### config.mk
export PLATFORM = sky130hd
export DESIGN_NAME = json_string_unescape_unit
export DESIGN_NICKNAME = d
export VERILOG_FILES = /design/src/design/jsu_pkg.sv /design/src/design/json_string_unescape_unit.sv
export SDC_FILE = /design/constraint.sdc
export NUM_CORES = 1
export LEC_CHECK = 0
export ABC_AREA = 1
export BUFFER_PORTS_ARGS = -buffer_cell sky130_fd_sc_hd__buf_4
export CAP_MARGIN = 25
export CORE_MARGIN = 2
export CORE_UTILIZATION = 30
export DETAILED_ROUTE_END_ITERATION = 8
export GPL_TIMING_DRIVEN = 1
export PLACE_DENSITY = 0.46
export SYNTH_ARGS = -nofsm -noshare
export SYNTH_HDL_FRONTEND = slang
export SYNTH_SLANG_ARGS = --single-unit
### constraint.sdc
create_clock -name i_clk -period 3.5 [get_ports i_clk]
set_input_delay 0 -clock i_clk [delete_from_list [all_inputs] [get_ports i_clk]]
set_output_delay 0 -clock i_clk [all_outputs]
set_load 0.1 [all_outputs]
### src/design/jsu_pkg.sv
// types and constants for the json string unescape unit
// no dependencies
package jsu_pkg;

    localparam int unsigned BYTE_W  = 8;
    localparam int unsigned CAP_W   = 13;
    localparam int unsigned COUNT_W = 12;
    localparam int unsigned HEX_W   = 16;
    localparam int unsigned STAT_W  = 2;
    localparam int unsigned OUT_W   = 24;

    localparam logic [STAT_W-1:0] ST_BUSY  = 2'd0;
    localparam logic [STAT_W-1:0] ST_DONE  = 2'd1;
    localparam logic [STAT_W-1:0] ST_ERROR = 2'd2;

    localparam logic [CAP_W-1:0]   CAP_RESET = 13'd64;
    localparam logic [COUNT_W-1:0] COUNT_MAX = 12'd4095;

    localparam logic [BYTE_W-1:0] CH_NUL   = 8'h00;
    localparam logic [BYTE_W-1:0] CH_QUOTE = 8'h22;
    localparam logic [BYTE_W-1:0] CH_BSL   = 8'h5c;
    localparam logic [HEX_W-1:0]  PRINT_LO = 16'h0020;
    localparam logic [HEX_W-1:0]  PRINT_HI = 16'h007e;

    typedef enum logic [6:0] {
        PH_IDLE = 7'b0000001,
        PH_BODY = 7'b0000010,
        PH_ESC  = 7'b0000100,
        PH_HEX1 = 7'b0001000,
        PH_HEX2 = 7'b0010000,
        PH_HEX3 = 7'b0100000,
        PH_HEX4 = 7'b1000000
    } t_phase;

    typedef struct packed {
        logic [COUNT_W-1:0] stored_count;
        logic [STAT_W-1:0]  status;
        logic [BYTE_W-1:0]  out_char;
    } t_result;

endpackage

### src/design/json_string_unescape_unit.sv
// json string unescape unit: top level
// depends on jsu_pkg
//
// Unescapes a quoted JSON string fed one byte per transfer (zero byte marks end of
// text). Each input transfer yields exactly one output transfer carrying the decoded
// character (with a valid flag in tuser), a status (0 in progress, 1 closing quote,
// 2 error) and the running stored count. One byte is taken per cycle unless the output
// stalls; each byte goes through the input register and then the result register.
// The capacity register may only be written while no transfer is in flight.
module json_string_unescape_unit (
    input  logic        i_clk,
    input  logic        i_rst_n,
    input  logic        i_cfg_wr_en,
    input  logic [12:0] i_cfg_wr_data,
    input  logic        s_axis_tvalid,
    output logic        s_axis_tready,
    input  logic [7:0]  s_axis_tdata,   // [7:0] in_byte
    output logic        m_axis_tvalid,
    input  logic        m_axis_tready,
    output logic [23:0] m_axis_tdata,   // [7:0] out_char, [9:8] status, [21:10] stored_count
    output logic        m_axis_tuser    // [0] char_valid
);

    logic [jsu_pkg::CAP_W-1:0]   r_cap;
    logic                        r_in_vld;
    logic [jsu_pkg::BYTE_W-1:0]  r_in_byte;
    jsu_pkg::t_phase             r_phase, n_phase;
    logic [jsu_pkg::HEX_W-1:0]   r_hex, n_hex;
    logic                        r_hex_stop, n_hex_stop;
    logic [jsu_pkg::COUNT_W-1:0] r_count, n_count;
    logic                        r_out_vld;
    jsu_pkg::t_result            r_out, n_out;
    logic                        r_out_cv, n_out_cv;

    logic                        advance;
    logic                        can_store;
    logic                        want_store;
    logic [jsu_pkg::BYTE_W-1:0]  store_ch;
    logic                        is_hex;
    logic [3:0]                  hex_dig;
    logic [jsu_pkg::HEX_W-1:0]   hex_next;
    logic [jsu_pkg::BYTE_W-1:0]  b;

    assign advance       = !r_out_vld || m_axis_tready;
    assign s_axis_tready = !r_in_vld || advance;
    assign b             = r_in_byte;

    assign can_store = (r_count != jsu_pkg::COUNT_MAX)
        && (({1'b0, r_count} + 13'd1) < r_cap);

    always_comb begin
        is_hex  = 1'b1;
        hex_dig = 4'd0;
        if (b >= 8'h30 && b <= 8'h39) begin
            hex_dig = 4'(b - 8'h30);
        end else if (b >= 8'h61 && b <= 8'h66) begin
            hex_dig = 4'(b - 8'h57);
        end else if (b >= 8'h41 && b <= 8'h46) begin
            hex_dig = 4'(b - 8'h37);
        end else begin
            is_hex = 1'b0;
        end
    end

    always_comb begin
        n_phase    = r_phase;
        n_hex      = r_hex;
        n_hex_stop = r_hex_stop;
        n_count    = r_count;
        want_store = 1'b0;
        store_ch   = b;
        hex_next   = r_hex;
        n_out          = '0;
        n_out.status   = jsu_pkg::ST_BUSY;
        if (r_phase == jsu_pkg::PH_IDLE) begin
            if (b == jsu_pkg::CH_QUOTE) begin
                n_phase = jsu_pkg::PH_BODY;
                n_count = '0;
            end else begin
                n_out.status = jsu_pkg::ST_ERROR;
            end
        end else if (b == jsu_pkg::CH_NUL) begin
            n_out.status = jsu_pkg::ST_ERROR;
            n_phase      = jsu_pkg::PH_IDLE;
        end else begin
            case (r_phase)
                jsu_pkg::PH_BODY: begin
                    if (b == jsu_pkg::CH_QUOTE) begin
                        n_out.status = jsu_pkg::ST_DONE;
                        n_phase      = jsu_pkg::PH_IDLE;
                    end else if (b == jsu_pkg::CH_BSL) begin
                        n_phase = jsu_pkg::PH_ESC;
                    end else begin
                        want_store = 1'b1;
                    end
                end
                jsu_pkg::PH_ESC: begin
                    n_phase    = jsu_pkg::PH_BODY;
                    want_store = 1'b1;
                    case (b)
                        8'h6e: store_ch = 8'h0a;
                        8'h74: store_ch = 8'h09;
                        8'h72: store_ch = 8'h0d;
                        8'h62: store_ch = 8'h08;
                        8'h66: store_ch = 8'h0c;
                        8'h75: begin
                            n_phase    = jsu_pkg::PH_HEX1;
                            n_hex      = '0;
                            n_hex_stop = 1'b0;
                            want_store = 1'b0;
                        end
                        default: store_ch = b;
                    endcase
                end
                jsu_pkg::PH_HEX1, jsu_pkg::PH_HEX2, jsu_pkg::PH_HEX3,
                jsu_pkg::PH_HEX4: begin
                    if (!r_hex_stop && is_hex) begin
                        hex_next = {r_hex[jsu_pkg::HEX_W-5:0], hex_dig};
                    end else begin
                        n_hex_stop = 1'b1;
                    end
                    n_hex = hex_next;
                    case (r_phase)
                        jsu_pkg::PH_HEX1: n_phase = jsu_pkg::PH_HEX2;
                        jsu_pkg::PH_HEX2: n_phase = jsu_pkg::PH_HEX3;
                        jsu_pkg::PH_HEX3: n_phase = jsu_pkg::PH_HEX4;
                        default: begin
                            n_phase    = jsu_pkg::PH_BODY;
                            store_ch   = hex_next[jsu_pkg::BYTE_W-1:0];
                            want_store = (hex_next >= jsu_pkg::PRINT_LO)
                                && (hex_next <= jsu_pkg::PRINT_HI);
                        end
                    endcase
                end
                default: begin
                    n_phase      = jsu_pkg::PH_IDLE;
                    n_out.status = jsu_pkg::ST_ERROR;
                end
            endcase
        end
        n_out_cv = want_store && can_store;
        if (n_out_cv) begin
            n_count        = r_count + 12'd1;
            n_out.out_char = store_ch;
        end
        n_out.stored_count = n_count;
    end

    always_ff @(posedge i_clk) begin
        if (!i_rst_n) begin
            r_cap      <= jsu_pkg::CAP_RESET;
            r_in_vld   <= 1'b0;
            r_phase    <= jsu_pkg::PH_IDLE;
            r_hex      <= '0;
            r_hex_stop <= 1'b0;
            r_count    <= '0;
            r_out_vld  <= 1'b0;
        end else begin
            if (i_cfg_wr_en) begin
                r_cap <= i_cfg_wr_data;
            end
            if (s_axis_tready) begin
                r_in_vld <= s_axis_tvalid;
            end
            if (advance) begin
                r_out_vld <= r_in_vld;
            end
            if (advance && r_in_vld) begin
                r_phase    <= n_phase;
                r_hex      <= n_hex;
                r_hex_stop <= n_hex_stop;
                r_count    <= n_count;
            end
        end
    end

    always_ff @(posedge i_clk) begin
        if (s_axis_tready && s_axis_tvalid) begin
            r_in_byte <= s_axis_tdata;
        end
        if (advance && r_in_vld) begin
            r_out    <= n_out;
            r_out_cv <= n_out_cv;
        end
    end

    assign m_axis_tvalid = r_out_vld;
    assign m_axis_tdata  = {2'b00, r_out};
    assign m_axis_tuser  = r_out_cv;

endmodule

Yosys cells after proc, flatten, opt, wreduce, memory -nomap -nowiden:

Index checks and enable logic that the tools add are counted.

* register bits: 82
* input bits: 26
* output and inout bits: 27
* word-level logic and storage cells: 113

* add/sub/neg operators: 5
* $lt $le $gt $ge: 9
* eq/ne operators: 20
* mux-type cells: 43
* bitwise logic cells: 2
* reduce and logical (&&, ||, !) cells: 22

Operators by type and width (number)
* 2-to-1 mux 16 bit: 5
* == test 8 x 7 -> 1 bit, second input constant: 7
* case mux 7 bit (3 select lines): 2
* case mux 8 bit (5 select lines): 1
* 2-to-1 mux 12 bit: 3
* 2-to-1 mux 7 bit: 5
* case mux 16 bit (2 select lines): 1
* 2-to-1 mux 8 bit: 3
* greater-or-equal comparator 16 x 6 -> 1 bit, second input constant: 1
* greater-or-equal comparator 8 x 7 -> 1 bit, second input constant: 2
* less-or-equal comparator 16 x 7 -> 1 bit, second input constant: 1
* less-or-equal comparator 8 x 7 -> 1 bit, second input constant: 2
* 2-to-1 mux 4 bit: 4
* case mux 8 bit (2 select lines): 1
* adder 12 x 1 -> 13 bit, second input constant: 1
* less-than comparator 13 bit: 1
* adder 12 x 1 -> 12 bit, second input constant: 1
* 2-to-1 mux 1 bit: 12
* inequality test 12 bit, second input constant: 1
* logical AND 1 bit: 9
* == test 8 x 6 -> 1 bit, second input constant: 1
* greater-or-equal comparator 8 x 6 -> 1 bit, second input constant: 1
* less-or-equal comparator 8 x 6 -> 1 bit, second input constant: 1
* logical NOT 8 bit: 1
* 26 further kinds: 34

Logic depth before layout (Yosys ltp):

Gate-level depths: netlist (run 1).

* word-level depth: 18
* depth in mapped cells: 24
* depth with buffers taken out: 22

Worst setup path after synthesis (run 1):

OpenSTA, ideal clock, no wires.

* kind: register to register
* start point: reg r_out_vld (netlist: m_axis_tvalid)
* end point: reg r_in_byte (netlist bit b[0]), enable pin
* library setup time: 279 ps
* data arrival time: 2462 ps
* required time: 3221 ps
* path slack: 759 ps
* stages on the path, launching flop included: 4
* buffers on the path: 0
* period minus slack after synthesis: 2741 ps
* cells stage by stage: dfxtp_1 nand3_1 nand2_1 inv_1

* longest elaborated chain between the ends: 4

Ends and longest elaborated chain
* start, declared: RTL line json_string_unescape_unit.sv:31 `logic r_out_vld;`
* start signal, assigned: RTL line json_string_unescape_unit.sv:166 `r_out_vld <= r_in_vld;`
* logical NOT 1 bit: RTL line json_string_unescape_unit.sv:44 `assign advance = !r_out_vld || m_axis_tready;`
* logical OR 1 bit: RTL line json_string_unescape_unit.sv:44
* logical OR 1 bit: RTL line json_string_unescape_unit.sv:45 `assign s_axis_tready = !r_in_vld || advance;`
* via s_axis_tready: RTL line json_string_unescape_unit.sv:16 `output logic s_axis_tready,`
* logical AND 1 bit: RTL line json_string_unescape_unit.sv:178 `if (s_axis_tready && s_axis_tvalid) begin`
* end signal, assigned: RTL line json_string_unescape_unit.sv:179 `r_in_byte <= s_axis_tdata;`
* end, declared: RTL line json_string_unescape_unit.sv:26 `logic [jsu_pkg::BYTE_W-1:0] r_in_byte;`

The timed path passes the listed nets, and every way through them passes these cells.
A chain may end at the register's enable or synchronous reset.

Worst setup path in the final report (run 1):

* start point: reg r_count[0] (netlist name)
* end point: reg r_out (netlist bit m_axis_tdata[10]) (data pin)

* longest elaborated chain between the ends: 5
* elaborated cells between the ends (all ways): 9
* classes of those cells: add/sub: 2; order compare: 1; eq/ne: 1; mux: 3; reduce/logical: 2

Ends and longest elaborated chain
* start, declared: RTL line json_string_unescape_unit.sv:30 `logic [jsu_pkg::COUNT_W-1:0] r_count, n_count;`
* start signal, assigned: RTL line json_string_unescape_unit.sv:172 `r_count <= n_count;`
* adder 12 x 1 -> 13 bit: RTL line json_string_unescape_unit.sv:49 `&& (({1'b0, r_count} + 13'd1) < r_cap);`
* less-than comparator 13 bit: RTL line json_string_unescape_unit.sv:49
* logical AND 1 bit: RTL line json_string_unescape_unit.sv:49
* logical AND 1 bit: RTL line json_string_unescape_unit.sv:141 `n_out_cv = want_store && can_store;`
* 2-to-1 mux 12 bit *: RTL line json_string_unescape_unit.sv:142 `if (n_out_cv) begin`
* via n_count (one bit): RTL line json_string_unescape_unit.sv:30
* end signal, assigned: RTL line json_string_unescape_unit.sv:182 `r_out <= n_out;`
* end, declared: RTL line json_string_unescape_unit.sv:32 `jsu_pkg::t_result r_out, n_out;`

The timed path passes the listed nets; every way through them passes the cells marked *.

==> results of run 1 <==
## metrics by stage
| step | std cells | worst slack (ns) |
|---|---|---|
| detailed placement | 841 | 0.3568 |
| floorplan | 614 | 0.7588 |
| finish | 882 | 0.3570 |
| CTS | 882 | 0.3445 |
| global route | 882 | 0.09908 |
| global placement | 841 | 0.4132 |
## worst max-delay path, stage by stage, from the launching register on
cell and delay [ns]:
dfxtp_1 0.43, nand3_1 0.15, nor3_1 0.25, nand2_1 0.15, nor3_1 0.35, nand3_1 0.16, xor2_1 0.15, inv_1 0.08
ha_1 0.28, nand2_1 0.07, o211ai_1 0.09, nor2_1 0.09, nand2_1 0.07, nor2_2 0.15, nand2_2 0.07, buf_4 0.20
nand2_1 0.10, nand2_1 0.05
## cells by family (layout without fill, tap and decap cells)
group                      after synthesis  in the layout  synth area share [%]
AOI/OAI and AO/OA                      105            105                 13.11
and+or+nand+nor                        276            276                 27.11
buffers and inverters                  122            202                 10.85
xor gates and xnor gates                10             10                 1.900
adders and majority gates               17             17                 4.613
DFF                                     82             82                 42.33
other                                    1              2               0.08133
## cells in the mapped netlist
| master | number | area [µm²] |
|---|---|---|
| nand2_1 | 103 | 386.6 |
| inv_1 | 94 | 352.8 |
| nor2_1 | 73 | 274.0 |
| nand3_1 | 52 | 260.3 |
| dfxtp_1 | 51 | 1021 |
| a21oi_1 | 47 | 235.2 |
| edfxtp_1 | 31 | 930.9 |
| o21ai_0 | 22 | 110.1 |
| ha_1 | 17 | 212.7 |
| a22oi_1 | 16 | 120.1 |
| nand2_2 | 14 | 87.58 |
| nor3_1 | 12 | 60.06 |
| xor2_1 | 10 | 87.58 |
| o21ai_1 | 7 | 35.03 |
| clkbuf_1 | 6 | 22.52 |
| nand4_1 | 6 | 37.54 |
| inv_2 | 5 | 18.77 |
| buf_2 | 4 | 20.02 |
| buf_4 | 4 | 30.03 |
| nor3_2 | 4 | 40.04 |
| nor4_1 | 4 | 25.02 |
| o211ai_1 | 4 | 30.03 |
| buf_1 | 3 | 11.26 |
| buf_6 | 3 | 33.78 |
| clkinv_1 | 3 | 11.26 |
| nand2_4 | 3 | 33.78 |
| a211oi_1 | 2 | 15.01 |
| nand3b_1 | 2 | 15.01 |
| a21boi_2 | 1 | 11.26 |
| a21oi_2 | 1 | 8.760 |
| a221oi_1 | 1 | 8.760 |
| a31oi_1 | 1 | 6.260 |
| conb_1 | 1 | 3.750 |
| nor2_2 | 1 | 6.260 |
| nor2_4 | 1 | 11.26 |
| nor4_2 | 1 | 12.51 |
| o221ai_1 | 1 | 8.760 |
| o22ai_1 | 1 | 6.260 |
| o311ai_0 | 1 | 8.760 |
## cell usage in the layout, fill, tap and decap left out, drive strengths merged, types with 2 or more instances in the layout
cell           n
o21ai         29
nor4           5
nand4          6
nand2        120
nand3         52
clkbuf        11
a21oi         48
buf           59
xor2          10
dlygate4sd3   25
dfxtp         51
o211ai         4
nor2          75
conb           2
inv           99
a22oi         16
ha            17
nand3b         2
clkinv         7
nor3          16
edfxtp        31
a211oi         2
## worst min-delay path by stage
stage                               start        to  depth (start not counted)  slack, ns
after detailed placement  s_axis_tdata[6]      b[6]                          1       0.18
after CTS                   s_axis_tvalid  r_in_vld                          3       0.02
after floorplan           s_axis_tdata[0]      b[0]                          0        0.1
final                       s_axis_tvalid  r_in_vld                          3      0.008
after global routing        s_axis_tvalid  r_in_vld                          3       0.02
after global placement    s_axis_tdata[6]      b[6]                          1       0.18
## metal layers
| layer | global-route usage, % | wire length, µm | share of wire, % | vias to the layer above |
|---|---|---|---|---|
| met5 | 0 | 0 | 0 | - |
| met4 | 6.399 | 218 | 1.8 | 0 |
| met3 | 2.880 | 484 | 4.0 | 16 |
| met2 | 22.99 | 5130 | 42 | 96 |
| met1 | 21.99 | 6246 | 52 | 1883 |
| li1 | - | - | - | 2157 |
## area by class of cell
type                            count  area (µm²)
Fill cell                        1588        9358
Multi-Input combinational cell    410        2162
Sequential cell                    82        1952
Timing Repair Buffer               84       693.2
Inverter                          102       382.9
Clock buffer                       11       254.0
Tap cell                          188       235.2
Clock inverter                      5       52.55
## state kept, by name (all words and copies together) (netlist names)
name and cells:
r_phase 7, m_axis_tdata 22, b 8, r_in_vld 1
r_hex_stop 1, r_count 12, r_hex 16, m_axis_tuser 1
m_axis_tvalid 1, r_cap 13
## report_power, final
part           switching (µW)  internal [µW]
sequential               26.4           1040
combinational             276            126
clock                     394            593
total                     696           1750
## what timing repair did
action / CTS / global route
hold endpoints to repair: 25 / 0
hold buffers: 25 / 0
setup endpoints to repair: 0 / 0
==> flow_summary.toml, run 1 <==
[global_routing]
grt_pass1_vias = 3834
grt_first_pass_wirelength_mm = 19.69
track_usage_pct = 15.46
antenna_found_initial = 0
overflow = 0
grt_max_degree = 38

[clock_network]
cts_buffers = 9
cts_tree = "done"
htree_levels = 3
postCtsResizedCells = 0
cts.sink_count = 82
clk_pin_slew_ns = 0.06
postCtsSetupRepairBufs = 0
ctsLongestPathBuffers = 2
clk-insertion-delay-late_ns = 0.35
root_buffer = "clkbuf_16"

[detailed_routing]
via_count = 4152
drt_pass1_iterations = 5
antenna_left = 0
viasPerCell = 4.707
drt_iter0_drc = 193
drc = 0
wl_mm = 12.08
wl_per_cell_um = 13.70

[floorplan]
fp.dieW_um = 128.0
dieArea_mm2 = 0.01638
core.rowCount = 45
design.core.area_mm2 = 0.01509
pin_count = 53
die_h_um = 128.0
initial_core_util_pct = 30.56

[worst_setup_path]
r2r-start = "r_count[0]"
required_ns = 3.61
startpoint = "r_count[0]"
crit_path_start_kind = "flip-flop"
cp_max_fo = 13
reg2reg_depth = 17
cp-endpoint = "m_axis_tdata[10]"
critPathCaptureType = "flip-flop"
reg2reg_slack_ns = 0.36
rr_endpoint = "m_axis_tdata[10]"
crit_arrival_ns = 3.25
crit_type = "flip-flop to flip-flop"

[logic_synthesis]
synth_cell_types = 39
synth_area_mm2 = 0.004611
netlist_instances = 613
syn_avg_cell_area_um2 = 7.521
ys_ff_latch = 82
yosysWarningCount = 0
ys_seq_area_share_pct = 42.33

[job]
maxCapViolations = 0

[placement]
gp_congestion = 0.8714
hpwlAfterDp_mm = 8.840
portBuffers = 50
placed_area_mm2 = 0.005175

[sta]
setup_viol = 0
rsz0062_at_grt = "false"
fin_crit_sh_pct = 89.80
hold_viol = 0
worstMarginPinSlew_ns = 0.7876
drv_slew = 0
timing.final.crit_period_ns = 3.143
max_slew_margin_pct = 47.41
skew_ns = 0.009186
finalSetupTns_ns = 0
whs_ns = 0.008399
timing.fmax_mhz = 318.2

[worst_hold_path]
worstHoldPathType = "input pin to flip-flop"

[layout]
drive_gt1_share_pct = 14.99
n_antenna_cell = 0
finish.instance_area_mm2 = 0.005732
area_growth_pct = 24.31
final_util_pct = 37.99
fin_nets = 732

[power_and_ir_drop]
leakagePower_uw = 0.002555
finalPower_uw = 2451
power.density_mw_per_mm2 = 427.6
peakVddDrop_uv = 229.5

[outcome]
run_status = "complete, no violations"
No activity file was read; power rests on OpenSTA's default activity.
==> run 2: changes to the inputs <==
==> constraint.sdc (replaced) <==
create_clock -name i_clk -period 3.7 [get_ports i_clk]
set_input_delay 0 -clock i_clk [delete_from_list [all_inputs] [get_ports i_clk]]
set_output_delay 0 -clock i_clk [all_outputs]
set_load 0.1 [all_outputs]
==> run 2 against run 1 <==
Flip-flop and latch count unchanged. Largest cell class unchanged. Via count grew 0.46%. Largest power group unchanged. Clock skew about the same. Design area is 0.61% lower. Clock power is 16% lower.
==> flow_summary.toml, run 2 (synthesized netlist as in run 1, its figures left out) <==
[detailed_routing]
drt_iter0_drc = 310
viasPerCell = 4.734
antenna_left = 0
via_count = 4171
drt_pass1_iterations = 6
drc = 0
wl_per_cell_um = 13.47
wl_mm = 11.87

[layout]
area_growth_pct = 23.55
largest_register_ffs = 22
num-fill-cells = 1588
final_common_cell = "nand2_1"
fin_nets = 731
final_cell_mix = "nand2_1 (103), inv_1 (94), nor2_1 (73)"
n_antenna_cell = 0
drive_gt1_share_pct = 14.57
layoutNonFillerInstCount = 881

[worst_setup_path]
crit_arrival_ns = 3.45
crit_type = "flip-flop to flip-flop"
crit_family = "simple AND/OR/NAND/NOR gates"
cp_cell_sequence = "ha_1 > nand3_1 > nor2_1 > nand2_1 > nor2_1 > nand2_1 > nor2_1 > xor2_1 > inv_1 > ha_1 > a21oi_1 > o211ai_1 > nor2_1 > nand2_1 > nor2_4 > nand2_4 > nand2_1 > nand2_1"
crit_path_frequent_cell = "nand2_1"
cp.buffers_inverters = 1
cp_slowest_cell = "dfxtp_1"
critPathMaxStageDelay_ns = 0.42
crit_path_start_kind = "flip-flop"
required_ns = 3.80
critPathCaptureType = "flip-flop"
cp_max_fo = 21

[floorplan]
dieArea_mm2 = 0.01638
design.core.area_mm2 = 0.01509
core.rowCount = 45
die_h_um = 128.0
fp.dieW_um = 128.0
pin_count = 53
initial_core_util_pct = 30.56

[sta]
rsz0062_at_grt = "false"
fin_crit_sh_pct = 90.41
hold_viol = 0
timing.fmax_mhz = 298.9
worstMarginPinSlew_ns = 0.8028
timing.final.crit_period_ns = 3.345
max_slew_margin_pct = 46.40
skew_ns = 0.009564
finalSetupTns_ns = 0
setup_viol = 0
drv_slew = 0

[placement]
gp_congestion = 0.8328
portBuffers = 50
hpwlAfterDp_mm = 8.554
dp_cells = 839

[clock_network]
clk_pin_slew_ns = 0.06
ctsLongestPathBuffers = 2
root_buffer = "clkbuf_16"
cts_tree = "done"
cts_buffers = 9
clk-insertion-delay-late_ns = 0.35
cts.sink_count = 82
htree_levels = 3
postCtsSetupRepairBufs = 0

[power_and_ir_drop]
power.density_mw_per_mm2 = 389.1
leakagePower_uw = 0.002548
peakVddDrop_uv = 169.4

[global_routing]
met1_usage_pct = 21.69
antenna_found_initial = 0
grt_use_met3_pct = 3.130
track_usage_pct = 15.19
grt_pass1_vias = 3854
grt_first_pass_wirelength_mm = 19.29
grt_max_degree = 38
use_met2_pct = 22.49
gr-max-usage-layer = "met2"
overflow = 0

[worst_hold_path]
worstHoldPathType = "input pin to flip-flop"

[job]
maxCapViolations = 0

[outcome]
run_status = "complete, no violations"
-- run 2: cell types whose count changed in the layout (fill, tap and decap cells not counted), sizes merged --
cell,delta
dlygate4sd3,+1
clkbuf,+2
bufinv,-1
inv,+1
clkinv,-2
buf,-2
-- run 2: metal layers --
metal	up-vias	wire, µm	share of wire, %
met5	-	0	0
met4	0	185	1.6
met3	12	580	4.9
met2	100	5034	42
met1	1897	6065	51
li1	2162	-	-
-- run 2: worst paths after layout --
check	to	slack [ns]	cells after the start	startpoint
max	m_axis_tdata[10]	0.35	18	r_count[0]
max reg2reg	m_axis_tdata[10]	0.35	18	r_count[0]
min	r_in_vld	0.003	3	s_axis_tvalid
min reg2reg	r_cap[4]	0.46	2	r_cap[4]
-- run 2: repair_timing --
action                                  in CTS  in global routing
endpoints found under the hold margin       25                  0
endpoints found under the setup margin       0                 33
gates resized for setup                      0                  2
hold buffers                                26                  0
-- run 2: per-stage QoR --
step	power [µW]	worst slack (ns)	util, %	hold slack [ns]	instance area [µm²]
finish	2217	0.3547	37.75	0.002833	5697
global route	2327	0.01567	37.75	0.005909	5697
CTS	2249	0.001407	37.69	0.008874	5687
detailed placement	1383	0.01457	34.20	0.1793	5160
global placement	1379	0.1165	34.20	0.1792	5160
floorplan	1290	0.9588	-	0.09887	4614
-- run 2: worst register-to-register path, stage by stage (launching register included) --
cell      delay (ns)
dfxtp_1         0.42
ha_1            0.21
nand3_1         0.12
nor2_1          0.10
nand2_1         0.11
nor2_1          0.12
nand2_1         0.10
nor2_1          0.12
xor2_1          0.16
inv_1           0.09
ha_1            0.29
a21oi_1         0.15
o211ai_1        0.10
nor2_1          0.10
nand2_1         0.09
nor2_4          0.33
nand2_4         0.27
nand2_1         0.16
nand2_1         0.06
-- run 2: layout make-up --
class / count / area, µm² / share of cell area [%]
well taps: 188 / 235.2 / 4.129
repair buffers: 83 / 688.2 / 12.08
clock inverters: 3 / 16.27 / 0.2855
flip-flops and latches: 82 / 1952 / 34.26
inverters: 102 / 382.9 / 6.721
multi-input cells: 410 / 2172 / 38.13
clock buffers: 13 / 250.2 / 4.393
-- run 2: report_power, final --
part	total, µW	internal, µW	leakage [µW]	switching, µW
logic	380	120	0.00170	260
registers	1010	980	0.000712	25.4
clock network	831	472	0.000134	359
total	2220	1570	0.00255	644
